[config.mk]
export PLATFORM = sky130hd
export DESIGN_NAME = histogram_intersection_distance
export DESIGN_NICKNAME = d
export VERILOG_FILES = /design/src/hw/rtl/hid_pkg.sv /design/src/hw/rtl/hid_accum.sv /design/src/hw/rtl/hid_divider.sv /design/src/hw/rtl/histogram_intersection_distance.sv
export SDC_FILE = /design/constraint.sdc
export NUM_CORES = 1
export LEC_CHECK = 0
export BUFFER_PORTS_ARGS = -buffer_cell sky130_fd_sc_hd__buf_2
export CAP_MARGIN = 20
export CORE_ASPECT_RATIO = 1.4
export CORE_MARGIN = 8
export CORE_UTILIZATION = 50
export CTS_BUF_LIST = sky130_fd_sc_hd__clkbuf_8
export CTS_CLUSTER_SIZE = 24
export DETAILED_ROUTE_END_ITERATION = 6
export PLACE_DENSITY = 0.67
export SYNTH_ARGS = -nofsm -noshare
export SYNTH_HDL_FRONTEND = slang
export SYNTH_SLANG_ARGS = --single-unit
[constraint.sdc]
create_clock -name clock -period 5.7 [get_ports clock]
set_clock_uncertainty 0.05 [all_clocks]
set_input_delay 0.285 -clock clock [delete_from_list [all_inputs] [get_ports clock]]
set_output_delay 0.285 -clock clock [all_outputs]
set_load 0.05 [all_outputs]
[src/hw/rtl/hid_pkg.sv]
// ----------------------------------------------------------------------------
// hid_pkg
// Shared types and constants of the histogram intersection distance block.
// ----------------------------------------------------------------------------
`default_nettype none

package hid_pkg;

   // width of one histogram bin on the input stream
   localparam int BIN_BITS   = 16;
   // width of each running sum, sums saturate at the top
   localparam int TOTAL_BITS = 24;

   // running sums of one histogram pair
   typedef struct packed {
      logic [TOTAL_BITS-1:0] key_total;
      logic [TOTAL_BITS-1:0] found_total;
      logic [TOTAL_BITS-1:0] minimum_total;
   } totals_type;

   // divider status toward the sequencer
   typedef struct packed {
      logic busy;
      logic done;
      logic empty;
   } div_status_type;

endpackage : hid_pkg

`default_nettype wire

[src/hw/rtl/hid_accum.sv]
// ----------------------------------------------------------------------------
// hid_accum
// Saturating running sums of key bins, candidate bins and pairwise minima.
// ----------------------------------------------------------------------------
`default_nettype none

module hid_accum (
   input  wire logic                         clock,
   input  wire logic                         reset,
   input  wire logic                         add_en,
   input  wire logic                         clear,
   input  wire logic [hid_pkg::BIN_BITS-1:0] key_bin,
   input  wire logic [hid_pkg::BIN_BITS-1:0] found_bin,
   output hid_pkg::totals_type               totals
);
   import hid_pkg::*;

   localparam int PAD_BITS = TOTAL_BITS + 1 - BIN_BITS;

   totals_type            totals_ff;
   totals_type            totals_in;
   logic [BIN_BITS-1:0]   min_bin;
   logic [TOTAL_BITS:0]   key_sum;
   logic [TOTAL_BITS:0]   found_sum;
   logic [TOTAL_BITS:0]   min_sum;

   // smaller bin of the pair
   assign min_bin = (key_bin < found_bin) ? key_bin : found_bin;

   // widened sums, the carry bit flags saturation
   assign key_sum   = {1'b0, totals_ff.key_total}     + {{PAD_BITS{1'b0}}, key_bin};
   assign found_sum = {1'b0, totals_ff.found_total}   + {{PAD_BITS{1'b0}}, found_bin};
   assign min_sum   = {1'b0, totals_ff.minimum_total} + {{PAD_BITS{1'b0}}, min_bin};

   // next sums
   always_comb begin
      totals_in = totals_ff;
      if (clear) begin
         totals_in = '0;
      end else if (add_en) begin
         totals_in.key_total     = key_sum[TOTAL_BITS] ? {TOTAL_BITS{1'b1}}
                                                       : key_sum[TOTAL_BITS-1:0];
         totals_in.found_total   = found_sum[TOTAL_BITS] ? {TOTAL_BITS{1'b1}}
                                                         : found_sum[TOTAL_BITS-1:0];
         totals_in.minimum_total = min_sum[TOTAL_BITS] ? {TOTAL_BITS{1'b1}}
                                                       : min_sum[TOTAL_BITS-1:0];
      end
   end

   always_ff @(posedge clock) begin
      if (reset) begin
         totals_ff <= '0;
      end else begin
         totals_ff <= totals_in;
      end
   end

   assign totals = totals_ff;

endmodule : hid_accum

`default_nettype wire

[src/hw/rtl/hid_divider.sv]
// ----------------------------------------------------------------------------
// hid_divider
// Restoring divider, one compare and subtract per cycle, giving
// floor(minimum_total * 2^FRACTION_BITS / min(key_total, found_total)).
// ----------------------------------------------------------------------------
`default_nettype none

module hid_divider #(
   parameter int FRACTION_BITS = 16
) (
   input  wire logic                     clock,
   input  wire logic                     reset,
   input  wire logic                     start,
   input  hid_pkg::totals_type           totals,
   output hid_pkg::div_status_type       status,
   output logic [FRACTION_BITS:0]        quotient
);
   import hid_pkg::*;

   localparam int CNT_BITS = $clog2(FRACTION_BITS + 2);
   localparam logic [CNT_BITS-1:0] STEPS = CNT_BITS'(FRACTION_BITS + 1);

   logic                    busy_ff, busy_in;
   logic                    done_ff, done_in;
   logic [CNT_BITS-1:0]     count_ff, count_in;
   logic [TOTAL_BITS:0]     rem_ff, rem_in;
   logic [TOTAL_BITS-1:0]   div_ff, div_in;
   logic [FRACTION_BITS:0]  quot_ff, quot_in;
   logic [TOTAL_BITS:0]     diff;
   logic                    fits;

   // shared compare and subtract
   assign diff = rem_ff - {1'b0, div_ff};
   assign fits = (rem_ff >= {1'b0, div_ff});

   // sequencing of the steps
   always_comb begin
      busy_in  = busy_ff;
      done_in  = 1'b0;
      count_in = count_ff;
      rem_in   = rem_ff;
      div_in   = div_ff;
      quot_in  = quot_ff;
      if (start) begin
         busy_in  = 1'b1;
         count_in = STEPS;
         rem_in   = {1'b0, totals.minimum_total};
         div_in   = (totals.key_total < totals.found_total) ? totals.key_total
                                                            : totals.found_total;
         quot_in  = '0;
      end else if (busy_ff) begin
         // remainder stays below the divisor, so the shift never overflows
         rem_in   = fits ? {diff[TOTAL_BITS-1:0], 1'b0} : {rem_ff[TOTAL_BITS-1:0], 1'b0};
         quot_in  = {quot_ff[FRACTION_BITS-1:0], fits};
         count_in = count_ff - 1'b1;
         if (count_ff == CNT_BITS'(1)) begin
            busy_in = 1'b0;
            done_in = 1'b1;
         end
      end
   end

   always_ff @(posedge clock) begin
      if (reset) begin
         busy_ff  <= 1'b0;
         done_ff  <= 1'b0;
         count_ff <= '0;
      end else begin
         busy_ff  <= busy_in;
         done_ff  <= done_in;
         count_ff <= count_in;
      end
   end

   // datapath registers
   always_ff @(posedge clock) begin
      rem_ff  <= rem_in;
      div_ff  <= div_in;
      quot_ff <= quot_in;
   end

   assign status.busy  = busy_ff;
   assign status.done  = done_ff;
   assign status.empty = (div_ff == '0);
   assign quotient     = quot_ff;

endmodule : hid_divider

`default_nettype wire

[src/hw/rtl/histogram_intersection_distance.sv]
// Timing: a bin pair without tlast is added to the registered sums, pairs stream back to back.
// A pair with tlast passes the sequencer through load, divide and finish before its result
// is offered; req_tready stays low from acceptance until the result enters the result slot,
// which is held off while an earlier result waits on rsp_tready. The restoring divider retires one
// quotient bit per cycle.
// Reset: synchronous, active high; clears the sums, the sequencer and the result slot.
// ----------------------------------------------------------------------------
// histogram_intersection_distance
// Accumulates histogram bin pairs and on the last pair returns the
// intersection distance in unsigned fixed point.
// ----------------------------------------------------------------------------
`default_nettype none

module histogram_intersection_distance #(
   parameter int FRACTION_BITS = 16
) (
   input  wire logic                                clock,
   input  wire logic                                reset,
   // request stream: key_bin [15:0], found_bin [31:16]
   input  wire logic                                req_tvalid,
   output logic                                     req_tready,
   input  wire logic [2*hid_pkg::BIN_BITS-1:0]      req_tdata,
   input  wire logic                                req_tlast,
   // response stream: distance [FRACTION_BITS:0], zero fill above
   output logic                                     rsp_tvalid,
   input  wire logic                                rsp_tready,
   output logic [((FRACTION_BITS+8)/8)*8-1:0]       rsp_tdata,
   // response flag: empty_histogram [0]
   output logic                                     rsp_tuser
);
   import hid_pkg::*;

   localparam int DIST_BITS = FRACTION_BITS + 1;
   localparam int RSP_BITS  = ((FRACTION_BITS + 8) / 8) * 8;
   localparam logic [DIST_BITS-1:0] ONE_FIXED = {1'b1, {FRACTION_BITS{1'b0}}};

   localparam logic [1:0] ST_ACCEPT = 2'd0;
   localparam logic [1:0] ST_LOAD   = 2'd1;
   localparam logic [1:0] ST_DIVIDE = 2'd2;
   localparam logic [1:0] ST_FINISH = 2'd3;

   logic [1:0]            state_ff, state_in;
   logic                  rsp_valid_ff, rsp_valid_in;
   logic [DIST_BITS-1:0]  rsp_dist_ff, rsp_dist_in;
   logic                  rsp_empty_ff, rsp_empty_in;
   logic                  req_fire;
   logic                  slot_free;
   logic                  div_start;
   logic                  sums_clear;
   totals_type            totals;
   div_status_type        div_status;
   logic [DIST_BITS-1:0]  quotient;

   assign req_tready = (state_ff == ST_ACCEPT);
   assign req_fire   = req_tvalid && req_tready;
   assign slot_free  = !rsp_valid_ff || rsp_tready;
   assign div_start  = (state_ff == ST_LOAD);
   assign sums_clear = (state_ff == ST_LOAD);

   // running sums
   hid_accum u_accum (
      .clock     (clock),
      .reset     (reset),
      .add_en    (req_fire),
      .clear     (sums_clear),
      .key_bin   (req_tdata[BIN_BITS-1:0]),
      .found_bin (req_tdata[2*BIN_BITS-1:BIN_BITS]),
      .totals    (totals)
   );

   // shared divider
   hid_divider #(
      .FRACTION_BITS (FRACTION_BITS)
   ) u_divider (
      .clock    (clock),
      .reset    (reset),
      .start    (div_start),
      .totals   (totals),
      .status   (div_status),
      .quotient (quotient)
   );

   // sequencer and result slot
   always_comb begin
      state_in     = state_ff;
      rsp_valid_in = rsp_valid_ff && !rsp_tready;
      rsp_dist_in  = rsp_dist_ff;
      rsp_empty_in = rsp_empty_ff;
      unique case (state_ff)
         ST_ACCEPT: begin
            if (req_fire && req_tlast) begin
               state_in = ST_LOAD;
            end
         end
         ST_LOAD: begin
            state_in = ST_DIVIDE;
         end
         ST_DIVIDE: begin
            if (div_status.done) begin
               state_in = ST_FINISH;
            end
         end
         ST_FINISH: begin
            if (slot_free) begin
               rsp_valid_in = 1'b1;
               rsp_empty_in = div_status.empty;
               rsp_dist_in  = div_status.empty ? '0 : (ONE_FIXED - quotient);
               state_in     = ST_ACCEPT;
            end
         end
         default: begin
            state_in = ST_ACCEPT;
         end
      endcase
   end

   always_ff @(posedge clock) begin
      if (reset) begin
         state_ff     <= ST_ACCEPT;
         rsp_valid_ff <= 1'b0;
      end else begin
         state_ff     <= state_in;
         rsp_valid_ff <= rsp_valid_in;
      end
   end

   // result payload
   always_ff @(posedge clock) begin
      rsp_dist_ff  <= rsp_dist_in;
      rsp_empty_ff <= rsp_empty_in;
   end

   assign rsp_tvalid = rsp_valid_ff;
   assign rsp_tdata  = {{(RSP_BITS-DIST_BITS){1'b0}}, rsp_dist_ff};
   assign rsp_tuser  = rsp_empty_ff;

`ifndef NO_ASSERTIONS
   // no new pair is taken while the divider runs
   a_ready_idle : assert property (@(posedge clock) disable iff (reset)
      req_tready |-> !div_status.busy)
      else $error("request accepted while divider busy");

   // a start always puts the divider to work
   a_start_busy : assert property (@(posedge clock) disable iff (reset)
      (state_ff == ST_LOAD) |=> div_status.busy)
      else $error("divider did not start");

   // completion only arrives while the sequencer waits for it
   a_done_state : assert property (@(posedge clock) disable iff (reset)
      div_status.done |-> (state_ff == ST_DIVIDE))
      else $error("divider done outside divide state");

   // an empty histogram always reports zero distance
   a_empty_zero : assert property (@(posedge clock) disable iff (reset)
      (rsp_tvalid && rsp_tuser) |-> (rsp_tdata == '0))
      else $error("empty histogram with nonzero distance");
`endif

endmodule : histogram_intersection_distance

`default_nettype wire

# After elaboration in Yosys (flattened, before gate mapping)
# Index checks and enable logic that the tools add are counted.
# Widths: inputs -> output; s select.
[classes]
add_sub_neg = 6
reduce_logical = 13
eq_ne = 7
magnitude_cmp = 3
muxes = 20
bitwise = 1
[ops]
columns = ["operator", "count"]
rows = [
  ["$mux 24", 6],
  ["$add 24x16->25", 3],
  ["$ge 25x24->1", 1],
  ["$mux 25", 1],
  ["$logic_not 24->1", 1],
  ["$lt 24x24->1", 1],
  ["$sub 24x24->24", 1],
  ["$sub 17x17->17 const A", 1],
  ["$lt 16x16->1", 1],
  ["$mux 16", 1],
  ["$mux 5", 2],
  ["$pmux 2 s4", 1],
  ["$mux 1", 6],
  ["$mux 2", 3],
  ["$eq 5x1->1 const B", 1],
  ["$sub 5x1->5 const B", 1],
  ["$eq 2x2->1 const B", 2],
  ["$ne 2x1->1 const B", 2],
  ["$logic_and 1x1->1", 3],
  ["$reduce_and 3->1", 1],
  ["$reduce_or 3->1", 1],
  ["$eq 2x1->1 const B", 1],
  ["$logic_not 1->1", 2],
  ["$logic_not 2->1", 1],
  ["6 further kinds", 6],
]
[totals]
input_bits = 37
reg_bits = 166
output_inout_bits = 27

# Longest topological paths before layout
# Gate-level depths: netlist of run 1.
[logic_depth]
depth_word = 5
ltp_mapped = 23

# By module
# From an unflattened synthesis of run 1, not the netlist that was laid out.
[unflattened]
cells_unflattened = 1377
area_unflattened_um2 = 12346.8
[modules_own_cells]
columns = ["module", "cells_each", "instances", "area_each_um2", "seq_area_each_um2"]
rows = [
  ["hid_accum", 729, 1, 5896.9, 1441.4],
  ["hid_divider", 538, 1, 5256.3, 1941.9],
  ["histogram_intersection_distance", 110, 1, 1193.6, 600.6],
]

# Least setup slack after synthesis of run 1
# No wires, ideal clock.
[synth_timing]
path_type = "input to register"
startpoint = "in req_tdata[17] (netlist name)"
endpoint = "reg u_accum.totals_ff (netlist bit u_accum.totals[10])"
path_buffers = 2
arrival_time_ns = 4.075
path_stages = 22
path_slack_ns = 1.453
setup_ns = 0.122
cell_sequence = "inv_1 ha_1 a21oi_1 nor2b_1 o21ai_1 a21oi_1 o41ai_1 o31ai_2 buf_2 mux2_2 ha_1 inv_1 fa_1 nand2b_1 a21oi_1 o41ai_1 a31oi_1 o21ai_1 a211o_1 and2_1 buf_2 a21oi_1"
[synth_between]
elab_chain_len = 4
[synth_rtl]
columns = ["element", "line_no", "source"]
rows = [
  ["start: declaration", "histogram_intersection_distance.sv:22", "input wire logic [2*hid_pkg::BIN_BITS-1:0] req_tdata,"],
  ["$lt 16x16->1", "hid_accum.sv:28", "assign min_bin = (key_bin < found_bin) ? key_bin : found_bin;"],
  ["$mux 16 (*)", "hid_accum.sv:28", ""],
  ["$add 24x16->25 (*)", "hid_accum.sv:33", "assign min_sum = {1'b0, totals_ff.minimum_total} + {{PAD_BITS{1'b0}}, min_bin};"],
  ["$mux 24 (*)", "hid_accum.sv:45", "totals_in.minimum_total = min_sum[TOTAL_BITS] ? {TOTAL_BITS{1'b1}}"],
  ["end signal: assignment", "hid_accum.sv:54", "totals_ff <= totals_in;"],
  ["end: declaration", "hid_accum.sv:20", "totals_type totals_ff;"],
]
# Mark *: on every way between the ends. The rest lies on a longest branch, timed or not.
# A chain may end at the register's enable or synchronous reset.

# Worst setup path after layout of run 1
[layout_timing]
startpoint = "in req_tdata[25] (netlist name)"
endpoint = "reg u_accum.totals_ff (netlist bit u_accum.totals[1])"
# The elaborated chain is that of the path after synthesis.

==> results.json, run 1 <==
{
  "r2r-start": "u_divider.div_ff[8]$_DFFE_PP_",
  "hold_viol": 0,
  "synth.distinct_cells": 76,
  "slew_viol_final": 0,
  "clock_latency_ns": 0.48,
  "synth_edf_count": 66,
  "areaGrowthSynthToFinish_pct": 7.811,
  "die_h_um": 196.8,
  "h-tree-depth": 4,
  "grt_pass1_vias": 9351,
  "tritoncts": "yes",
  "placedCellCount": 1623,
  "clk_pin_slew_worst_paths_ns": 0.09,
  "ios": 64,
  "maxSlewHeadroom": 0.2317,
  "hold_buffers": 0,
  "yosys_warnings": 0,
  "die_width_um": 145.2,
  "cts_setup_buffers": 0,
  "p_total_mw": 7.540,
  "cts.path.max_buffers": 2,
  "drcViolationCount": 0,
  "synthFlopType": "dfxtp_1",
  "final_common_cell": "ha_1",
  "rsz0062_at_grt": "false",
  "p_leak_nw": 5.457,
  "utilization": 0.5445,
  "layout_common_cells": "116 x ha_1, 108 x a21oi_1, 108 x nor2_1",
  "viasPerCell": 5.716,
  "synth_top_cell_by_area": "dfxtp_1",
  "routabilityCongestion": 0.9035,
  "worst-path-max-fanout": 13,
  "synth-seq-cells": 166,
  "clock.fmax_mhz": 223.6,
  "drive_above_1_share": 0.1059,
  "period_minus_slack_ns": 4.472,
  "synth_top_cell_area_share": 0.1714,
  "grt.overflow.total": 0,
  "start_util": 0.5050,
  "nNetsFinal": 1495,
  "io_buffers": 56,
  "fin_crit_sh": 0.7845,
  "cts-resized-gates": 0,
  "ys_seq_area_frac": 0.3412,
  "grtUsageTotal": 0.1978,
  "syn-cell-area_mm2": 0.01168,
  "required_ns": 6.03,
  "tightest_slew_ns": 1.148,
  "endpoint_kind": "register",
  "maxCapViolCount": 0,
  "totalWireLength_mm": 28.00,
  "crit_family": "compound AO/OA/AOI/OAI gates",
  "hpwl_mm": 21.50,
  "grt_pass1_wl_mm": 46.37,
  "num_vias": 9465,
  "synth_area_leaders": "dfxtp_1 17%, edfxtp_1 17%, ha_1 13%, a21oi_1 4.6%, nor2_1 3.5%",
  "ant_nets": 0,
  "rrSetupSlack_ns": 2.28,
  "critPathBufInv": 3,
  "drt_iter0_drc": 610,
  "wire_per_inst_um": 16.91,
  "worst_ep_arrival_time_ns": 4.80,
  "syn_inst": 1298,
  "avgSynthCellArea_um2": 8.996,
  "die_area_mm2": 0.02857,
  "cts.sinks": 166,
  "min_path_type": "in -> reg",
  "rows": 66,
  "worstHoldStart": "rsp_tready",
  "cts_made_buffers": 17,
  "crit_start": "req_tdata[25]",
  "slowest_stage": "fa_1",
  "ir_drop_uv": 329.8,
  "core_mm2": 0.02312,
  "grt_max_degree": 93,
  "p_per_area_mw_per_mm2": 598.9,
  "startpoint_type": "primary input",
  "antenna_found_initial": 0,
  "finalSetupTns_ns": 0,
  "crit_path_max_incr_delay_ns": 0.38,
  "worstPathCellList": "buf_2 -> inv_1 -> ha_1 -> a21o_1 -> a21o_1 -> a21oi_1 -> o21ai_1 -> a21o_1 -> a21oi_1 -> o31ai_2 -> mux2_2 -> ha_1 -> inv_1 -> fa_1 -> nand2b_1 -> a21oi_1 -> o41ai_1 -> a31oi_1 -> o21ai_1 -> a211o_1 -> and2_1 -> a221oi_1",
  "layout.cells.non_filler": 1656,
  "firstDrtPassIters": 6,
  "critPathKind": "in -> reg",
  "clockRootBuffer": "clkbuf_8",
  "outcome": "finished clean",
  "n_fill_cell": 2162,
  "n_antenna_cell": 0,
  "setup_viol": 0,
  "postSynth.asyncResetShare": 0
}
==> cell families after synthesis <==
logic type / share of synthesized area
AO/OA/AOI/OAI: 0.2084
XOR/XNOR: 0.05625
adder cells (fa/ha/maj): 0.1322
buffers and inverters: 0.05164
flip-flops: 0.3412
multiplexers: 0.06236
other: 0.0003211
AND/OR/NAND/NOR: 0.1476
==> path summary, 6_finish.rpt <==
check / cells after the start / endpoint
setup reg to reg: 11 / u_divider.rem_ff[16]$_DFFE_PP_
setup / recovery: 22 / u_accum.totals[1]$_SDFFE_PP0P_
hold reg to reg: 2 / u_divider.count_ff[1]$_SDFFE_PP0P_
hold / removal: 4 / rsp_tvalid$_SDFF_PP0_
==> worst min-delay path, delay by kind of cell <==
kind	cells	cell delay, ns
simple gates	3	0.17
buf+inv	1	0.07
==> cells in the mapped netlist (12+ instances only) <==
library cell  count
ha_1            117
nor2_1          109
a21oi_1         108
dfxtp_1         100
inv_1            95
nand2_1          77
edfxtp_1         66
o21ai_0          64
xor2_1           46
a21o_1           43
clkbuf_1         31
mux2i_1          30
nor3_1           30
xnor2_1          29
nand3_1          24
mux2_2           20
nand2b_1         20
a31oi_1          19
mux2_1           18
nor2b_1          16
and3_1           14
a211oi_1         13
nor4_1           13
o21ai_1          12
==> flip-flops by register name, summed over array words and instances, names as in the netlist <==
signal              count
rsp_dist_ff            17
u_accum.totals         72
rsp_tvalid              1
u_divider.rem_ff       25
u_divider.count_ff      5
u_divider.div_ff       24
u_divider.done_ff       1
u_divider.busy_ff       1
state_ff                2
u_divider.quotient     17
rsp_tuser               1
==> stage by stage <==
| stage | hold WS [ns] | area (um^2) | worst slack, ns |
|---|---|---|---|
| floorplan | 0.3074 | 11700 | 1.453 |
| detailed placement | 0.4516 | 12220 | 0.7601 |
| global route | 0.05513 | 12590 | 0.8845 |
| CTS | 0.01920 | 12580 | 1.248 |
| global placement | 0.4317 | 12200 | 0.7707 |
| finish | 0.04767 | 12590 | 1.228 |
==> layer usage <==
metal	vias to the layer above	part of all wire	track usage
li1	4806	-	-
met1	4414	0.44	0.2352
met2	202	0.50	0.3536
met3	43	0.033	0.02961
met4	0	0.023	0.07618
met5	-	0	0
==> where the power goes <==
| group | internal, mW | switching [mW] |
|---|---|---|
| Sequential | 1.80 | 0.317 |
| Combinational | 1.89 | 2.70 |
| Clock | 0.349 | 0.472 |
| Total | 4.05 | 3.49 |
==> cell type report <==
type,instances,area [um^2],area share
tap,306,382.9,0.03041
sequential,166,3984,0.3164
multi-input combinational,991,7134,0.5667
timing repair buffer,66,367.9,0.02922
clock buffer,17,234.0,0.01858
clock inverter,15,130.1,0.01034
inverter,95,356.6,0.02832
(Power assumes the default switching activity.)
==> inputs of run 2 (changes only) <==
clock period = 4.6 ns   (was 5.7 ns; I/O delays follow)
==> run 2 against run 1 <==
  * Non-clock buffer count grew 20
  * Largest power group unchanged
  * Wire length increased by 1.5%
  * Sequential cell count unchanged
  * Worst setup slack worse by 0.89 ns
  * First-iteration DRC count is 17% lower
  * Power is 25% higher
==> results.json, run 2 (synthesized netlist as in run 1, its figures left out) <==
{
  "slew_viol_final": 0,
  "start_util": 0.5050,
  "placedCellCount": 1639,
  "layout.cells.non_filler": 1676,
  "hpwl_mm": 21.96,
  "p_per_area_mw_per_mm2": 739.9,
  "cts.path.max_buffers": 2,
  "fin_crit_sh": 0.9266,
  "drt_iter0_drc": 507,
  "outcome": "finished clean",
  "worst_ep_arrival_time_ns": 4.58,
  "drcViolationCount": 0,
  "crit_family": "compound AO/OA/AOI/OAI gates",
  "crit_path_max_incr_delay_ns": 0.38,
  "routabilityCongestion": 0.9137,
  "slowest_stage": "fa_1",
  "critPathKind": "in -> reg",
  "placed_area_mm2": 0.01233,
  "die_h_um": 196.8,
  "maxSlewHeadroom": 0.3717,
  "hold_buffers": 3,
  "tightest_slew_ns": 0.9326,
  "worstPathCellList": "buf_2 -> ha_1 -> a21o_1 -> a21o_1 -> a21oi_1 -> o21ai_1 -> a21o_1 -> a21oi_1 -> o31ai_2 -> mux2_2 -> ha_1 -> inv_1 -> fa_1 -> nand2b_1 -> a21oi_1 -> o41ai_1 -> buf_4 -> a31oi_1 -> o21ai_1 -> a211o_1 -> and2_1 -> a221oi_1",
  "n_antenna_cell": 0,
  "clock_latency_ns": 0.48,
  "grt_pass1_wl_mm": 46.96,
  "p_leak_nw": 5.551,
  "antenna_found_initial": 0,
  "largest_register_ffs": 72,
  "die_width_um": 145.2,
  "grt_max_degree": 92,
  "rows": 66,
  "cts_made_buffers": 17,
  "firstDrtPassIters": 5,
  "layout_common_cells": "116 x ha_1, 108 x a21oi_1, 108 x nor2_1",
  "setup_ws_ns": 0.3376,
  "grt.overflow.total": 0,
  "cts-resized-gates": 0,
  "p_total_mw": 9.445,
  "endpoint_kind": "register",
  "grtUsageTotal": 0.2004,
  "final_area_mm2": 0.01276,
  "cts.sinks": 166,
  "num_vias": 9601,
  "required_ns": 4.92,
  "drive_above_1_share": 0.1161,
  "critPathBufInv": 3,
  "cts_setup_buffers": 0,
  "final_common_cell": "ha_1",
  "hold_viol": 0,
  "tritoncts": "yes",
  "worst-path-max-fanout": 13,
  "areaGrowthSynthToFinish_pct": 9.311,
  "die_area_mm2": 0.02857,
  "setup_viol": 0,
  "period_minus_slack_ns": 4.262,
  "ios": 64,
  "core_mm2": 0.02312,
  "totalWireLength_mm": 28.43,
  "finalSetupTns_ns": 0,
  "clk_pin_slew_worst_paths_ns": 0.09,
  "h-tree-depth": 4,
  "grt_pass1_vias": 9639,
  "clock.fmax_mhz": 234.6,
  "pre_cts_ws_ns": -0.1069,
  "rsz0062_at_grt": "false",
  "io_buffers": 56,
  "ir_drop_uv": 311.8,
  "startpoint_type": "primary input",
  "maxCapViolCount": 0,
  "viasPerCell": 5.729,
  "min_path_type": "in -> reg",
  "clockRootBuffer": "clkbuf_8",
  "ant_nets": 0,
  "wire_per_inst_um": 16.96,
  "nNetsFinal": 1515
}
-- run 2: changes by cell type in the layout (fill, tap and decap cells not counted) --
| cell | change |
|---|---|
| buf_12 | -1 |
| buf_16 | +1 |
| buf_4 | +17 |
| clkbuf_8 | +1 |
| clkinv_1 | +1 |
| clkinv_2 | -4 |
| clkinv_4 | +1 |
| clkinvlp_4 | +2 |
| dlygate4sd3_1 | +3 |
| inv_8 | -1 |
-- run 2: per-stage QoR --
step,hold WS (ns),utilization
after CTS,0.1125,0.5505
after detailed placement,0.4440,0.5331
final,0.1330,0.5521
after global routing,0.1154,0.5521
after floorplan,0.2524,-
after global placement,0.4305,0.5331
-- run 2: area by class of cell --
cell class                 count  area [um^2]
timing repair buffer          86        533.0
fill                        2143        10360
multi-input combinational    991         7134
clock buffer                  18        247.7
tap                          306        382.9
inverter                      95        356.6
clock inverter                14        126.4
sequential                   166         3984
-- run 2: worst paths after layout --
kind	from	end	depth (start not counted)	slack [ns]
setup / recovery	req_tdata[9]	u_accum.totals[1]$_SDFFE_PP0P_	22	0.34
hold / removal	req_tdata[16]	u_accum.totals[24]$_SDFFE_PP0P_	4	0.13
setup reg to reg	u_divider.div_ff[8]$_DFFE_PP_	u_divider.rem_ff[22]$_DFFE_PP_	11	0.94
hold reg to reg	u_accum.totals[20]$_SDFFE_PP0P_	u_accum.totals[20]$_SDFFE_PP0P_	2	0.46
-- run 2: where the power goes --
group          internal (mW)  total, mW  switching, mW  leakage [nW]
combinational           2.41       5.79           3.38          3.92
clock                  0.447       1.02          0.574         0.185
sequential              2.24       2.64          0.401          1.45
-- run 2: worst min-delay path, stage by stage --
cell	delay, ns
buf_2	0.11
ha_1	0.13
nor2_1	0.04
a21oi_1	0.12
-- run 2: routing by layer --
layer | share of wire | global-route usage
met5 | 0 | 0
met4 | 0.035 | 0.09667
met2 | 0.51 | 0.3631
met3 | 0.033 | 0.03580
met1 | 0.42 | 0.2237
